===== config.mk =====
export PLATFORM = sky130hd
export DESIGN_NAME = synth_word_snoop_filter_select
export DESIGN_NICKNAME = d
export VERILOG_FILES = /design/src/design/swsf_pkg.sv /design/src/design/synth_word_snoop_filter_select.sv /design/src/design/swsf_front.sv /design/src/design/swsf_queue.sv /design/src/design/swsf_back.sv
export SDC_FILE = /design/constraint.sdc
export NUM_CORES = 1
export LEC_CHECK = 0
export ABC_AREA = 1
export BUFFER_PORTS_ARGS = -buffer_cell sky130_fd_sc_hd__buf_2
export CAP_MARGIN = 25
export CORE_MARGIN = 2
export CORE_UTILIZATION = 55
export CTS_BUF_LIST = sky130_fd_sc_hd__clkbuf_16
export CTS_CLUSTER_DIAMETER = 80
export DETAILED_ROUTE_END_ITERATION = 7
export PLACE_DENSITY = 0.72
export SLEW_MARGIN = 15
export SYNTH_ARGS = -nofsm -noshare
export SYNTH_HDL_FRONTEND = slang
export SYNTH_HIERARCHICAL = 1
export SYNTH_SLANG_ARGS = --single-unit

===== constraint.sdc =====
create_clock -name i_clk -period 16.6 [get_ports i_clk]
set_input_delay 1.66 -clock i_clk [delete_from_list [all_inputs] [get_ports i_clk]]
set_output_delay 1.66 -clock i_clk [all_outputs]
set_load 0.02 [all_outputs]

===== src/design/swsf_pkg.sv =====
// Types, codes, constants and helper functions of the synth word snoop filter select.
`timescale 1ns / 1ps

package swsf_pkg;

    // Default depth of the op queue between front and back
    localparam int QUEUE_DEPTH = 4;

    // Register addresses on the synthesizer SPI bus
    localparam logic [11:0] ADDR_DIV    = 12'h005;
    localparam logic [11:0] ADDR_RX_INT = 12'h231;
    localparam logic [11:0] ADDR_RX_F0  = 12'h233;
    localparam logic [11:0] ADDR_RX_F1  = 12'h234;
    localparam logic [11:0] ADDR_RX_F2  = 12'h235;
    localparam logic [11:0] ADDR_TX_INT = 12'h271;
    localparam logic [11:0] ADDR_TX_F0  = 12'h273;
    localparam logic [11:0] ADDR_TX_F1  = 12'h274;
    localparam logic [11:0] ADDR_TX_F2  = 12'h275;

    // Divider codes at or above this value leave the stored code alone
    localparam logic [3:0] DIV_CODE_LIMIT = 4'd7;

    // Fractional denominator and reference frequency in MHz
    localparam logic [23:0] FRAC_DEN = 24'd8388593;
    localparam logic [6:0]  REF_MHZ  = 7'd80;

    // Band bounds in Q14.10 MHz, ascending
    localparam int RX_NB = 6;
    localparam int TX_NB = 8;
    localparam logic [23:0] RX_BOUNDS [RX_NB] = '{
        24'd460800, 24'd716800, 24'd1228800, 24'd1843200, 24'd2406400, 24'd2662400
    };
    localparam logic [23:0] TX_BOUNDS [TX_NB] = '{
        24'd120525, 24'd182477, 24'd291124, 24'd464589,
        24'd741172, 24'd1182618, 24'd1886823, 24'd3010560
    };

    // Input beat
    typedef struct packed {
        logic        action;
        logic [23:0] spi_word;
    } t_in;

    // Result beat
    typedef struct packed {
        logic [2:0]  rx_band;
        logic [6:0]  rx_select;
        logic [3:0]  tx_band;
        logic [8:0]  tx_select;
        logic [23:0] rx_freq;
        logic [23:0] tx_freq;
    } t_out;

    // Classified operation handed from front to back
    typedef enum logic [3:0] {
        OP_FRAME,
        OP_OTHER,
        OP_DIV,
        OP_RX_INT,
        OP_RX_F0,
        OP_RX_F1,
        OP_RX_F2,
        OP_TX_INT,
        OP_TX_F0,
        OP_TX_F1,
        OP_TX_F2
    } t_op_kind;

    typedef struct packed {
        t_op_kind   kind;
        logic [7:0] data;
    } t_op;

    // floor(frac * 80 * 1024 / FRAC_DEN): estimate by >>23, fix with one compare.
    // FRAC_DEN = 2^23 - 15, so the remainder is low bits plus 15 * estimate.
    function automatic logic [16:0] frac_term(input logic [22:0] frac);
        logic [25:0] p5;
        logic [16:0] q0;
        logic [20:0] q15;
        logic [23:0] rem;
        p5   = {3'b000, frac} * 26'd5;
        q0   = p5[25:9];
        q15  = {4'b0000, q0} * 21'd15;
        rem  = {1'b0, p5[8:0], 14'b0} + {3'b000, q15};
        return q0 + {16'b0, (rem >= FRAC_DEN)};
    endfunction

    // Receive band: number of bounds at or below the frequency
    function automatic logic [2:0] rx_band_of(input logic [23:0] f);
        logic [2:0] b;
        b = '0;
        for (int k = 0; k < RX_NB; k++) begin
            if (f >= RX_BOUNDS[k]) begin
                b = 3'(k + 1);
            end
        end
        return b;
    endfunction

    // Transmit band
    function automatic logic [3:0] tx_band_of(input logic [23:0] f);
        logic [3:0] b;
        b = '0;
        for (int k = 0; k < TX_NB; k++) begin
            if (f >= TX_BOUNDS[k]) begin
                b = 4'(k + 1);
            end
        end
        return b;
    endfunction

endpackage


===== src/design/synth_word_snoop_filter_select.sv =====
// Top level of the synthesizer SPI word snoop and filter band select.
`timescale 1ns / 1ps

// Snoops synthesizer SPI words and reports receive and transmit filter bands on
// each frame-end beat. A front stage registers and decodes each input beat, then
// a queue of Q_DEPTH ops decouples it from the back sequencer. In the back, a
// snooped word only updates the shadow registers until a divider word has been
// seen; from then on, that word included, it runs the steps shadow update,
// fractional quotient term, sum and shift, and no new op is taken until idle. A
// frame-end beat needs a free result register. Results come from a register, so
// words keep flowing while a result waits, until the next frame-end beat.

module synth_word_snoop_filter_select #(
    parameter int Q_DEPTH = swsf_pkg::QUEUE_DEPTH
) (
    input  logic           i_clk,
    input  logic           i_rst_n,
    input  logic           i_in_valid,
    output logic           o_in_ready,
    input  swsf_pkg::t_in  i_in_data,
    output logic           o_out_valid,
    input  logic           i_out_ready,
    output swsf_pkg::t_out o_out_data
);
    import swsf_pkg::*;

    logic f_valid, f_ready;
    t_op  f_op;
    logic q_valid, q_ready;
    t_op  q_op;

    swsf_front u_front (
        .i_clk      (i_clk),
        .i_rst_n    (i_rst_n),
        .i_in_valid (i_in_valid),
        .o_in_ready (o_in_ready),
        .i_in_data  (i_in_data),
        .o_op_valid (f_valid),
        .i_op_ready (f_ready),
        .o_op       (f_op)
    );

    swsf_queue #(
        .DEPTH (Q_DEPTH)
    ) u_queue (
        .i_clk        (i_clk),
        .i_rst_n      (i_rst_n),
        .i_push_valid (f_valid),
        .o_push_ready (f_ready),
        .i_push_op    (f_op),
        .o_pop_valid  (q_valid),
        .i_pop_ready  (q_ready),
        .o_pop_op     (q_op)
    );

    swsf_back u_back (
        .i_clk       (i_clk),
        .i_rst_n     (i_rst_n),
        .i_op_valid  (q_valid),
        .o_op_ready  (q_ready),
        .i_op        (q_op),
        .o_out_valid (o_out_valid),
        .i_out_ready (i_out_ready),
        .o_out_data  (o_out_data)
    );

endmodule


===== src/design/swsf_front.sv =====
// Front stage: accepts input beats and classifies them into queue ops.
`timescale 1ns / 1ps

module swsf_front (
    input  logic           i_clk,
    input  logic           i_rst_n,
    input  logic           i_in_valid,
    output logic           o_in_ready,
    input  swsf_pkg::t_in  i_in_data,
    output logic           o_op_valid,
    input  logic           i_op_ready,
    output swsf_pkg::t_op  o_op
);
    import swsf_pkg::*;

    logic       r_valid;
    t_op        r_op;
    t_op        n_op;
    logic [11:0] addr;

    assign addr       = i_in_data.spi_word[19:8];
    assign o_in_ready = !r_valid || i_op_ready;
    assign o_op_valid = r_valid;
    assign o_op       = r_op;

    // Address decode
    always_comb begin
        n_op.data = i_in_data.spi_word[7:0];
        if (i_in_data.action) begin
            n_op.kind = OP_FRAME;
        end else begin
            unique case (addr)
                ADDR_DIV:    n_op.kind = OP_DIV;
                ADDR_RX_INT: n_op.kind = OP_RX_INT;
                ADDR_RX_F0:  n_op.kind = OP_RX_F0;
                ADDR_RX_F1:  n_op.kind = OP_RX_F1;
                ADDR_RX_F2:  n_op.kind = OP_RX_F2;
                ADDR_TX_INT: n_op.kind = OP_TX_INT;
                ADDR_TX_F0:  n_op.kind = OP_TX_F0;
                ADDR_TX_F1:  n_op.kind = OP_TX_F1;
                ADDR_TX_F2:  n_op.kind = OP_TX_F2;
                default:     n_op.kind = OP_OTHER;
            endcase
        end
    end

    // Staging register
    always_ff @(posedge i_clk) begin
        if (!i_rst_n) begin
            r_valid <= 1'b0;
        end else if (i_in_valid && o_in_ready) begin
            r_valid <= 1'b1;
        end else if (i_op_ready) begin
            r_valid <= 1'b0;
        end
    end

    always_ff @(posedge i_clk) begin
        if (i_in_valid && o_in_ready) begin
            r_op <= n_op;
        end
    end

endmodule


===== src/design/swsf_queue.sv =====
// Small op queue between the front and back stages.
`timescale 1ns / 1ps

module swsf_queue #(
    parameter int DEPTH = swsf_pkg::QUEUE_DEPTH
) (
    input  logic           i_clk,
    input  logic           i_rst_n,
    input  logic           i_push_valid,
    output logic           o_push_ready,
    input  swsf_pkg::t_op  i_push_op,
    output logic           o_pop_valid,
    input  logic           i_pop_ready,
    output swsf_pkg::t_op  o_pop_op
);
    import swsf_pkg::*;

    localparam int AW = (DEPTH > 1) ? $clog2(DEPTH) : 1;
    localparam int CW = $clog2(DEPTH + 1);

    t_op          r_mem [DEPTH];
    logic [AW-1:0] r_wr_ptr;
    logic [AW-1:0] r_rd_ptr;
    logic [CW-1:0] r_count;
    logic          push;
    logic          pop;

    assign o_push_ready = (r_count != CW'(DEPTH));
    assign o_pop_valid  = (r_count != '0);
    assign o_pop_op     = r_mem[r_rd_ptr];
    assign push         = i_push_valid && o_push_ready;
    assign pop          = o_pop_valid && i_pop_ready;

    // Pointers and fill count
    always_ff @(posedge i_clk) begin
        if (!i_rst_n) begin
            r_wr_ptr <= '0;
            r_rd_ptr <= '0;
            r_count  <= '0;
        end else begin
            if (push) begin
                r_wr_ptr <= (r_wr_ptr == AW'(DEPTH - 1)) ? '0 : r_wr_ptr + 1'b1;
            end
            if (pop) begin
                r_rd_ptr <= (r_rd_ptr == AW'(DEPTH - 1)) ? '0 : r_rd_ptr + 1'b1;
            end
            if (push && !pop) begin
                r_count <= r_count + 1'b1;
            end else if (pop && !push) begin
                r_count <= r_count - 1'b1;
            end
        end
    end

    // Storage
    always_ff @(posedge i_clk) begin
        if (push) begin
            r_mem[r_wr_ptr] <= i_push_op;
        end
    end

endmodule


===== src/design/swsf_back.sv =====
// Back stage: shadow registers, frequency sequencer, band select and result register.
`timescale 1ns / 1ps

module swsf_back (
    input  logic           i_clk,
    input  logic           i_rst_n,
    input  logic           i_op_valid,
    output logic           o_op_ready,
    input  swsf_pkg::t_op  i_op,
    output logic           o_out_valid,
    input  logic           i_out_ready,
    output swsf_pkg::t_out o_out_data
);
    import swsf_pkg::*;

    localparam logic [1:0] ST_IDLE = 2'd0;
    localparam logic [1:0] ST_FRAC = 2'd1;
    localparam logic [1:0] ST_SUM  = 2'd2;

    logic [1:0]  r_state,   n_state;
    logic [7:0]  r_rx_int,  n_rx_int;
    logic [22:0] r_rx_frac, n_rx_frac;
    logic [7:0]  r_tx_int,  n_tx_int;
    logic [22:0] r_tx_frac, n_tx_frac;
    logic [2:0]  r_rx_code, n_rx_code;
    logic [2:0]  r_tx_code, n_tx_code;
    logic        r_seen,    n_seen;
    logic [23:0] r_rx_freq, n_rx_freq;
    logic [23:0] r_tx_freq, n_tx_freq;
    logic [16:0] r_rx_t,    n_rx_t;
    logic [16:0] r_tx_t,    n_tx_t;
    logic [14:0] r_rx_ip,   n_rx_ip;
    logic [14:0] r_tx_ip,   n_tx_ip;
    logic        r_out_valid, n_out_valid;
    t_out        r_out,     n_out;

    logic        pop;
    logic [7:0]  d;
    logic [2:0]  rb;
    logic [3:0]  tb;
    logic [14:0] rx_ip_sh, tx_ip_sh;
    logic [16:0] rx_t_sh,  tx_t_sh;
    logic [24:0] rx_sum,   tx_sum;

    // Frame end needs a free result slot; words only need the sequencer idle
    assign o_op_ready  = (r_state == ST_IDLE) &&
                         (i_op.kind != OP_FRAME || !r_out_valid || i_out_ready);
    assign pop         = i_op_valid && o_op_ready;
    assign d           = i_op.data;
    assign o_out_valid = r_out_valid;
    assign o_out_data  = r_out;

    // Band lookup on the held frequencies
    assign rb = rx_band_of(r_rx_freq);
    assign tb = tx_band_of(r_tx_freq);

    // Divide by 2^(code+1) on both terms
    assign rx_ip_sh = (r_rx_ip >> 1) >> r_rx_code;
    assign tx_ip_sh = (r_tx_ip >> 1) >> r_tx_code;
    assign rx_t_sh  = (r_rx_t >> 1) >> r_rx_code;
    assign tx_t_sh  = (r_tx_t >> 1) >> r_tx_code;
    assign rx_sum   = {rx_ip_sh, 10'b0} + {8'b0, rx_t_sh};
    assign tx_sum   = {tx_ip_sh, 10'b0} + {8'b0, tx_t_sh};

    // Sequencer and shadow update
    always_comb begin
        n_state     = r_state;
        n_rx_int    = r_rx_int;
        n_rx_frac   = r_rx_frac;
        n_tx_int    = r_tx_int;
        n_tx_frac   = r_tx_frac;
        n_rx_code   = r_rx_code;
        n_tx_code   = r_tx_code;
        n_seen      = r_seen;
        n_rx_freq   = r_rx_freq;
        n_tx_freq   = r_tx_freq;
        n_rx_t      = r_rx_t;
        n_tx_t      = r_tx_t;
        n_rx_ip     = r_rx_ip;
        n_tx_ip     = r_tx_ip;
        n_out       = r_out;
        n_out_valid = r_out_valid && !i_out_ready;

        unique case (r_state)
            ST_IDLE: begin
                if (pop) begin
                    unique case (i_op.kind)
                        OP_FRAME: begin
                            n_out_valid     = 1'b1;
                            n_out.rx_band   = rb;
                            n_out.rx_select = 7'd1 << rb;
                            n_out.tx_band   = tb;
                            n_out.tx_select = 9'd1 << tb;
                            n_out.rx_freq   = r_rx_freq;
                            n_out.tx_freq   = r_tx_freq;
                        end
                        OP_DIV: begin
                            if (d[3:0] < DIV_CODE_LIMIT) begin
                                n_rx_code = d[2:0];
                            end
                            if (d[7:4] < DIV_CODE_LIMIT) begin
                                n_tx_code = d[6:4];
                            end
                            n_seen = 1'b1;
                        end
                        OP_RX_INT: n_rx_int = d;
                        OP_RX_F0:  n_rx_frac[7:0] = d;
                        OP_RX_F1:  n_rx_frac[15:8] = d;
                        OP_RX_F2:  n_rx_frac[22:16] = d[6:0];
                        OP_TX_INT: n_tx_int = d;
                        OP_TX_F0:  n_tx_frac[7:0] = d;
                        OP_TX_F1:  n_tx_frac[15:8] = d;
                        OP_TX_F2:  n_tx_frac[22:16] = d[6:0];
                        default: begin
                            // unknown address: no shadow change
                        end
                    endcase
                    if (i_op.kind != OP_FRAME && n_seen) begin
                        n_state = ST_FRAC;
                    end
                end
            end
            ST_FRAC: begin
                // integer product and fractional quotient, before the divider shift
                n_rx_ip = {7'b0, r_rx_int} * {8'b0, REF_MHZ};
                n_tx_ip = {7'b0, r_tx_int} * {8'b0, REF_MHZ};
                n_rx_t  = frac_term(r_rx_frac);
                n_tx_t  = frac_term(r_tx_frac);
                n_state = ST_SUM;
            end
            ST_SUM: begin
                n_rx_freq = rx_sum[23:0];
                n_tx_freq = tx_sum[23:0];
                n_state   = ST_IDLE;
            end
            default: begin
                n_state = ST_IDLE;
            end
        endcase
    end

    // Control and architectural state
    always_ff @(posedge i_clk) begin
        if (!i_rst_n) begin
            r_state     <= ST_IDLE;
            r_rx_int    <= '0;
            r_rx_frac   <= '0;
            r_tx_int    <= '0;
            r_tx_frac   <= '0;
            r_rx_code   <= '0;
            r_tx_code   <= '0;
            r_seen      <= 1'b0;
            r_rx_freq   <= '0;
            r_tx_freq   <= '0;
            r_out_valid <= 1'b0;
        end else begin
            r_state     <= n_state;
            r_rx_int    <= n_rx_int;
            r_rx_frac   <= n_rx_frac;
            r_tx_int    <= n_tx_int;
            r_tx_frac   <= n_tx_frac;
            r_rx_code   <= n_rx_code;
            r_tx_code   <= n_tx_code;
            r_seen      <= n_seen;
            r_rx_freq   <= n_rx_freq;
            r_tx_freq   <= n_tx_freq;
            r_out_valid <= n_out_valid;
        end
    end

    // Intermediate terms and result payload
    always_ff @(posedge i_clk) begin
        r_rx_t  <= n_rx_t;
        r_tx_t  <= n_tx_t;
        r_rx_ip <= n_rx_ip;
        r_tx_ip <= n_tx_ip;
        r_out   <= n_out;
    end

endmodule


# == After elaboration in Yosys (flattened, before gate mapping) ==
# Memory sizes are Yosys's and may differ from the RTL's. A register that Yosys moved wholly into a read port is not among the register bits.
# Index checks and enable logic that the tools add are counted.
# classes
reduce_logical,35
add_sub_neg,10
eq_ne,25
mul,6
order_cmp,18
n_shift,6
muxes,34
# op_table
cell,n
$eq 12x10->1 const B,8
$ge 24x21->1 const B,4
$ge 24x19->1 const B,3
$ge 24x22->1 const B,3
$mul 23x3->26 const B,2
$add 23x21->24,2
$add 24x17->24,2
$ge 24x20->1 const B,2
$ge 24x23->1 const B,2
$mul 17x4->21 const B,2
$pmux 4 s9,1
$add 17x1->17,2
$shr 16x3->17,2
$mux 3,11
$shr 14x3->14,2
$reduce_and 3->1,9
$ge 24x17->1 const B,1
$ge 24x18->1 const B,1
$mul 8x3->11 const B,2
$eq 4x3->1 const B,4
$mux 2,8
$eq 12x3->1 const B,1
$eq 4x4->1 const B,3
$mux 1,12
23 further kinds,45
# totals
ff_bits,267
memories,1
elab_cells,166
output_inout_bits,73
ramBits,48
in_bits,29
# memory_table
memory,depth,width,read_ports,rd_ports_with_merged_regs,write_ports,line,source
u_queue.r_mem,4,12,1,1,1,swsf_queue.sv:21,t_op r_mem [DEPTH];

# == Longest topological paths before layout ==
# Gate-level depths: netlist of run 1.
# logic_depth
depth_word,11
mapped_depth,47
ltp_nobuf,47

# == Modules after synthesis ==
# Netlist of run 1, hierarchy kept.
# modules_own_cells
module,seq_area_each_um2,n_inst,cells_each,area_each_um2
swsf_back,6155.9,1,2735,20562.2
swsf_queue,1621.6,1,186,2279.7
swsf_front,380.4,1,75,659.4

# == Worst setup path before layout of run 1 ==
# OpenSTA, ideal clock, no wires.
# synth_path
path_kind,register to register
from,register u_back.r_rx_frac[1]
to,"register u_back.r_rx_t[16], data pin"
path_slack_ns,9.849
stages_incl_launch_ff,40
arrival_time_ns,6.461
setup_time_ns,0.290
n_path_buf,0
required_ns,16.310
period_less_slack_ns,6.751
cell_sequence,dfxtp_1 ha_1 ha_1 fa_1 nand3_1 nand2_1 a21oi_1 o21ai_0 a21o_1 xnor2_1 inv_1 fa_1 inv_1 fa_1 inv_1 ha_1 ha_1 nand2_1 (+4 left out) nand2_1 nand2_1 nand2_1 o21ai_1 nor2_1 nand3_1 a21oi_4 ha_1 nand2_1 inv_1 nand2_1 inv_1 nand2_1 nor2_1 nand2_1 nor2_4 nand2_2 xnor2_1
# synth_between
elab_chain_len,5
# synth_rtl
item,line,source
from (decl),swsf_back.sv:22,"logic [22:0] r_rx_frac, n_rx_frac;"
from (signal assigned),swsf_back.sv:159,r_rx_frac <= n_rx_frac;
$mul 23x3->26 (*),swsf_pkg.sv:81,"p5 = {3'b000, frac} * 26'd5;"
$mul 17x4->21,swsf_pkg.sv:83,"q15 = {4'b0000, q0} * 21'd15;"
$add 23x21->24,swsf_pkg.sv:84,"rem = {1'b0, p5[8:0], 14'b0} + {3'b000, q15};"
$ge 24x23->1,swsf_pkg.sv:85,"return q0 + {16'b0, (rem >= FRAC_DEN)};"
$add 17x1->17 (*),swsf_pkg.sv:85,
to (signal assigned),swsf_back.sv:173,r_rx_t <= n_rx_t;
to (decl),swsf_back.sv:30,"logic [16:0] r_rx_t, n_rx_t;"
# Mark *: on every way between the ends. The rest lies on a longest branch, timed or not.
# A chain may end at the register's enable or synchronous reset.

# == Worst setup path after layout of run 1 ==
# layout_path
from,register u_back.r_rx_frac[3]
to,"register u_back.r_rx_t[16], data pin"
# The elaborated chain is that of the path after synthesis.

==> results of run 1 <==
[per-stage QoR]
stage	utilization (%)	hold WS (ns)	cells	cell area, µm²	worst slack (ns)
3_5_place_dp	58.4	0.417	3590	24500	8.61
2_1_floorplan	-	0.403	2996	23500	9.85
5_1_grt	61.1	0.430	3659	25700	8.01
4_1_cts	61.1	0.428	3656	25700	8.59
3_3_place_gp	58.3	0.414	3586	24500	8.74
6_report	61.1	0.427	3659	25700	8.60
[worst reg2reg max path, delay by kind of cell (launching register included)]
kind                     cells  cell delay [ns]
adder cells (fa/ha/maj)      8             3.02
AO/OA/AOI/OAI                5             1.17
buffers and inverters        5             0.53
AND/OR/NAND/NOR             19             2.18
flip-flops                   1             0.33
XOR/XNOR                     2             0.60
[final cells by class]
| class | instances | area share (%) |
|---|---|---|
| clock inverter | 30 | 0.891 |
| clock buffer | 36 | 3.51 |
| tap | 539 | 2.62 |
| sequential | 315 | 31.7 |
| multi-input combinational | 2145 | 51.7 |
| inverter | 477 | 6.98 |
| timing repair buffer | 117 | 2.54 |
[routing by layer]
layer | global-route usage, % | vias up
met5 | 0 | -
met4 | 6.97 | 0
met3 | 2.63 | 92
met2 | 41.4 | 372
met1 | 30.2 | 9052
li1 | - | 10000
[path summary, 6_finish.rpt]
kind                                          from                              end  slack [ns]  cells past startpoint
hold / removal    u_back/r_rx_freq[2]$_SDFFE_PN0N_  u_back/o_out_data[26]$_DFFE_PP_        0.43                      0
hold reg to reg   u_back/r_rx_freq[2]$_SDFFE_PN0N_  u_back/o_out_data[26]$_DFFE_PP_        0.43                      0
setup / recovery  u_back/r_rx_frac[3]$_SDFFE_PN0P_      u_back/r_rx_t[16]$_DFFE_PN_        8.60                     39
setup reg to reg  u_back/r_rx_frac[3]$_SDFFE_PN0P_      u_back/r_rx_t[16]$_DFFE_PN_        8.60                     39
[logic make-up after synthesis]
logic type	count (synthesis)	share of synthesized area (%)
buffers and inverters	536	8.76
AND/OR/NAND/NOR	1221	21.6
multiplexers	12	0.543
adder cells (fa/ha/maj)	299	17.9
flip-flops	315	34.7
XOR/XNOR	113	4.56
AO/OA/AOI/OAI	500	11.9
[state kept, by name (all words and copies together) (netlist names), 12 cells and up, named ones only]
| name | flops |
|---|---|
| u_back/o_out_data | 71 |
| u_queue/r_mem | 48 |
| u_back/r_rx_freq | 24 |
| u_back/r_tx_freq | 24 |
| u_back/r_rx_frac | 23 |
| u_back/r_tx_frac | 23 |
| u_back/r_rx_t | 16 |
| u_back/r_tx_t | 16 |
| u_front/o_op | 12 |
[power by group through the flow]
stage                     registers, mW  clock network (mW)  logic (mW)
after detailed placement           1.04                   0        1.54
after CTS                          1.02               0.769        1.55
after floorplan                    1.03                   0        1.18
after global routing               1.03               0.800        1.78
after global placement             1.03                   0        1.50
final                              1.02               0.749        1.55
[placed cells by master (no fill, tap or decap), drive strengths merged, types with 28 or more instances in the layout]
cell type  synthesis  layout
xor2              85      85
ha               236     236
clkbuf            40      36
xnor2             28      28
nor2             351     351
nand2            636     636
nor3              38      38
nand4             31      31
edfxtp           185     185
o21ai            186     186
a21oi            200     200
buf               19     117
dfxtp            130     130
nand3            136     136
fa                63      63
inv              470     484
==> flow_summary.toml, run 1 <==
[outcome]
status = "finished clean"

[pwr]
swShare_pct = 42.6
powerDensity_mw_per_mm2 = 129
vdd_ir_drop_max_mv = 0.116
p_clk_share_pct = 22.6
leakage_nw = 13.0
combinationalPowerShare_pct = 46.7
p_int_mw = 1.90
pwr-share-seq_pct = 30.8
p_sw_mw = 1.41
power_mw = 3.32

[yosys]
ys.flop_type = "edfxtp_1"
synth.cell_area_mm2 = 0.0235
synth_commonest_cells = "nand2_1, inv_1, nor2_1"
async_flop_share_pct = 0
yosysMostFrequentCell = "nand2_1"
synth.ff_latch_count = 315
yosys-top-cells-area = "edfxtp_1, ha_1, dfxtp_1, nand2_1, inv_1"
synth_edf_count = 185
yosysTopAreaCellShare_pct = 23.6
synth_largest_area_cell = "edfxtp_1"
netlist_instances = 2996
synth_area_per_cell_um2 = 7.84
yosysSeqAreaShare_pct = 34.7
synth.distinct_cells = 63
synth_nets = 3324
yosys_warnings = 6

[clock_tree]
cts-root-buf = "clkbuf_16"
postCtsHoldBufs = 0
cts_buffers = 36
cts.path.max_buffers = 3
cts.sinks = 315
clk_pin_slew_ns = 0.06
htree_levels = 2
cts_resized = 0
clock_latency_ns = 0.54
tritoncts = "built"
postCtsSetupRepairBufs = 0

[setup_path]
crit_family = "adder cells"
cp_max_fo = 7
cp.required_ns = 16.90
cp_slowest_stage_delay_ns = 0.59
cp.arrival_ns = 8.29
worstSetupPathType = "reg2reg"
crit_buf_inv = 5
crit_slowest_cell = "fa_1"
end_kind = "flop"
cp-start-kind = "flop"
cpMostUsedCell = "nand2_1"

[timing]
min_period_over_period_pct = 48.2
timing.fmax_ghz = 0.125
finalSetupViolCount = 0
worst_slew_pin_slew_ns = 0.955
rsz0062_at_grt = "no"
fin_setup_tns_ns = 0
slew-limit-headroom_pct = 36.3
hold_violations = 0
finalClockSkew_ns = 0.0122
drv_slew = 0
fin_crit_ns = 8.00

[global_routing]
grt_max_degree = 73
grt-ovfl-total = 0
grtUsageTotal_pct = 23.4
antenna_found_initial = 0
grt_first_pass_wirelength_um = 86900
grt_pass1_vias = 18800

[place]
dp_hpwl_um = 39200
port_buffers = 97
gp_congestion = 0.915

[finish]
regArea_mm2 = 0.00816
fin_nets = 3420
n_fill_cell = 3789
synthToLayoutAreaGrowth_pct = 9.36
n_antenna_cell = 0
multiInputGateArea_mm2 = 0.0133
drive_gt1_share_pct = 8.24

[drt]
top_layer = "met4"
postRouteWirelength_um = 51000
drt_iter0_drc = 1031
dr.pass1.iters = 5
vias = 19600
met1_length_um = 23400
ant_nets = 0
met2_wirelength_um = 24600
drc_errors = 0
wl_per_cell_um = 13.9
vias_per_cell = 5.35
route.met3.wl_um = 1840

[flow_run]
maxCapViolCount = 0

[die]
initial_core_util_pct = 55.9
die-height_um = 211
ios = 102
die_area_mm2 = 0.0444
coreArea_mm2 = 0.0420
rows = 75
die_width_um = 211

[worst_hold_path]
hold_class = "reg2reg"
(Power assumes the default switching activity.)
==> run 2, diff against run 1 <==
Clock period 16.6 ns to 8.35 ns, I/O delays scaled along.
==> flow_summary.toml, run 2 (same netlist as run 1, synthesis figures left out) <==
[outcome]
status = "finished clean"

[global_routing]
grt-ovfl-total = 0
antenna_found_initial = 0
grt_first_pass_wirelength_um = 86800
grt_max_degree = 73
grtUsageTotal_pct = 23.5
grt_pass1_vias = 18900

[timing]
setup_ws_ns = 0.719
slew-limit-headroom_pct = 35.9
min_period_over_period_pct = 91.4
finalClockSkew_ns = 0.0273
fin_hold_ws_ns = 0.425
timing.fmax_ghz = 0.131
worst_slew_pin_slew_ns = 0.961
finalSetupViolCount = 0
fin_setup_tns_ns = 0
drv_slew = 0
rsz0062_at_grt = "no"
fin_crit_ns = 7.63
hold_violations = 0

[setup_path]
r2r_slack_ns = 0.72
cp.arrival_ns = 7.94
r2r_end = "u_back/r_rx_t[16]$_DFFE_PN_"
cp-endpoint = "u_back/r_rx_t[16]$_DFFE_PN_"
cp.required_ns = 8.66
crit_slowest_cell = "fa_1"
r2r-start = "u_back/r_rx_frac[1]$_SDFFE_PN0P_"
cp_slowest_stage_delay_ns = 0.56
cpMostUsedCell = "nand2_1"
cp_max_fo = 7
end_kind = "flop"
reg2regPathDepth = 39
startpoint = "u_back/r_rx_frac[1]$_SDFFE_PN0P_"
cp-start-kind = "flop"
worstSetupPathType = "reg2reg"

[pwr]
leakage_nw = 13.0
vdd_ir_drop_max_mv = 0.181
power_mw = 6.69
powerDensity_mw_per_mm2 = 259

[clock_tree]
cts.sinks = 315
cts_resized = 0
cts-root-buf = "clkbuf_16"
tritoncts = "built"
htree_levels = 2
postCtsHoldBufs = 0
postCtsSetupRepairBufs = 0
cts.path.max_buffers = 3
clk_pin_slew_ns = 0.06
cts_buffers = 35
clock_latency_ns = 0.55

[die]
die_area_mm2 = 0.0444
die_width_um = 211
coreArea_mm2 = 0.0420
rows = 75
ios = 102
initial_core_util_pct = 55.9
die-height_um = 211

[finish]
drive_gt1_share_pct = 8.64
layout_common_cells = "nand2_1, inv_1, nor2_1"
synthToLayoutAreaGrowth_pct = 9.94
fin_nets = 3428
n_antenna_cell = 0
n_fill_cell = 3808
largest_reg_flops = 71
mostFrequentLayoutCell = "nand2_1"

[worst_hold_path]
hold_class = "reg2reg"

[flow_run]
maxCapViolCount = 0

[drt]
ant_nets = 0
dr.pass1.iters = 6
wl_per_cell_um = 13.9
postRouteWirelength_um = 50900
drt_iter0_drc = 1055
vias = 19700
vias_per_cell = 5.36
drc_errors = 0

[place]
port_buffers = 97
dp_hpwl_um = 39300
pre_cts_slack_ns = 0.535
gp_congestion = 0.921
[run 2: cell type report]
class	count	area, µm²	share of cell area [%]
inverters	477	1790	6.94
well taps	539	674	2.61
clock inverters	26	274	1.06
flip-flops and latches	315	8160	31.6
clock buffers	37	926	3.58
multi-input cells	2145	13300	51.5
repair buffers	126	704	2.73
[run 2: how the worst min path moves through the flow]
stage | startpoint | cells past startpoint | slack (ns) | end
detailed placement | u_back/r_rx_freq[3]$_SDFFE_PN0N_ | 0 | 0.41 | u_back/o_out_data[27]$_DFFE_PP_
global placement | u_back/r_rx_freq[2]$_SDFFE_PN0N_ | 0 | 0.41 | u_back/o_out_data[26]$_DFFE_PP_
global route | u_back/r_rx_freq[1]$_SDFFE_PN0N_ | 0 | 0.44 | u_back/o_out_data[25]$_DFFE_PP_
floorplan | u_back/r_rx_freq[0]$_SDFFE_PN0N_ | 0 | 0.40 | u_back/o_out_data[24]$_DFFE_PP_
CTS | u_back/r_rx_freq[3]$_SDFFE_PN0N_ | 0 | 0.43 | u_back/o_out_data[27]$_DFFE_PP_
finish | u_back/r_rx_freq[3]$_SDFFE_PN0N_ | 0 | 0.43 | u_back/o_out_data[27]$_DFFE_PP_
[run 2: routing by layer]
| metal | up-vias | GRT usage (%) | wire, µm |
|---|---|---|---|
| met5 | - | 0 | 0 |
| met2 | 385 | 41.7 | 25000 |
| met1 | 9152 | 29.9 | 22900 |
| li1 | 10000 | - | - |
| met3 | 77 | 2.97 | 1920 |
| met4 | 0 | 6.87 | 1090 |
[run 2: worst max-delay path: cells and delay by family (launching register included)]
kind                       cells  cell delay, ns
adders and majority gates      8            2.97
and+or+nand+nor               19            2.04
AOI/OAI and AO/OA              5            1.18
xor gates and xnor gates       2            0.43
buffers and inverters          5            0.43
DFF                            1            0.32
[run 2: where the power goes]
group,switching [mW],total (mW),internal [mW]
Clock,0.630,1.57,0.938
Sequential,0.152,2.03,1.88
Combinational,2.02,3.09,1.06
Total,2.81,6.69,3.88
[run 2: metrics by stage]
| step | std cells | instance area, µm² | util [%] |
|---|---|---|---|
| 2_1_floorplan | 2996 | 23500 | - |
| 3_3_place_gp | 3598 | 24600 | 58.5 |
| 3_5_place_dp | 3601 | 24600 | 58.5 |
| 4_1_cts | 3664 | 25800 | 61.4 |
| 5_1_grt | 3665 | 25800 | 61.5 |
| 6_report | 3665 | 25800 | 61.5 |
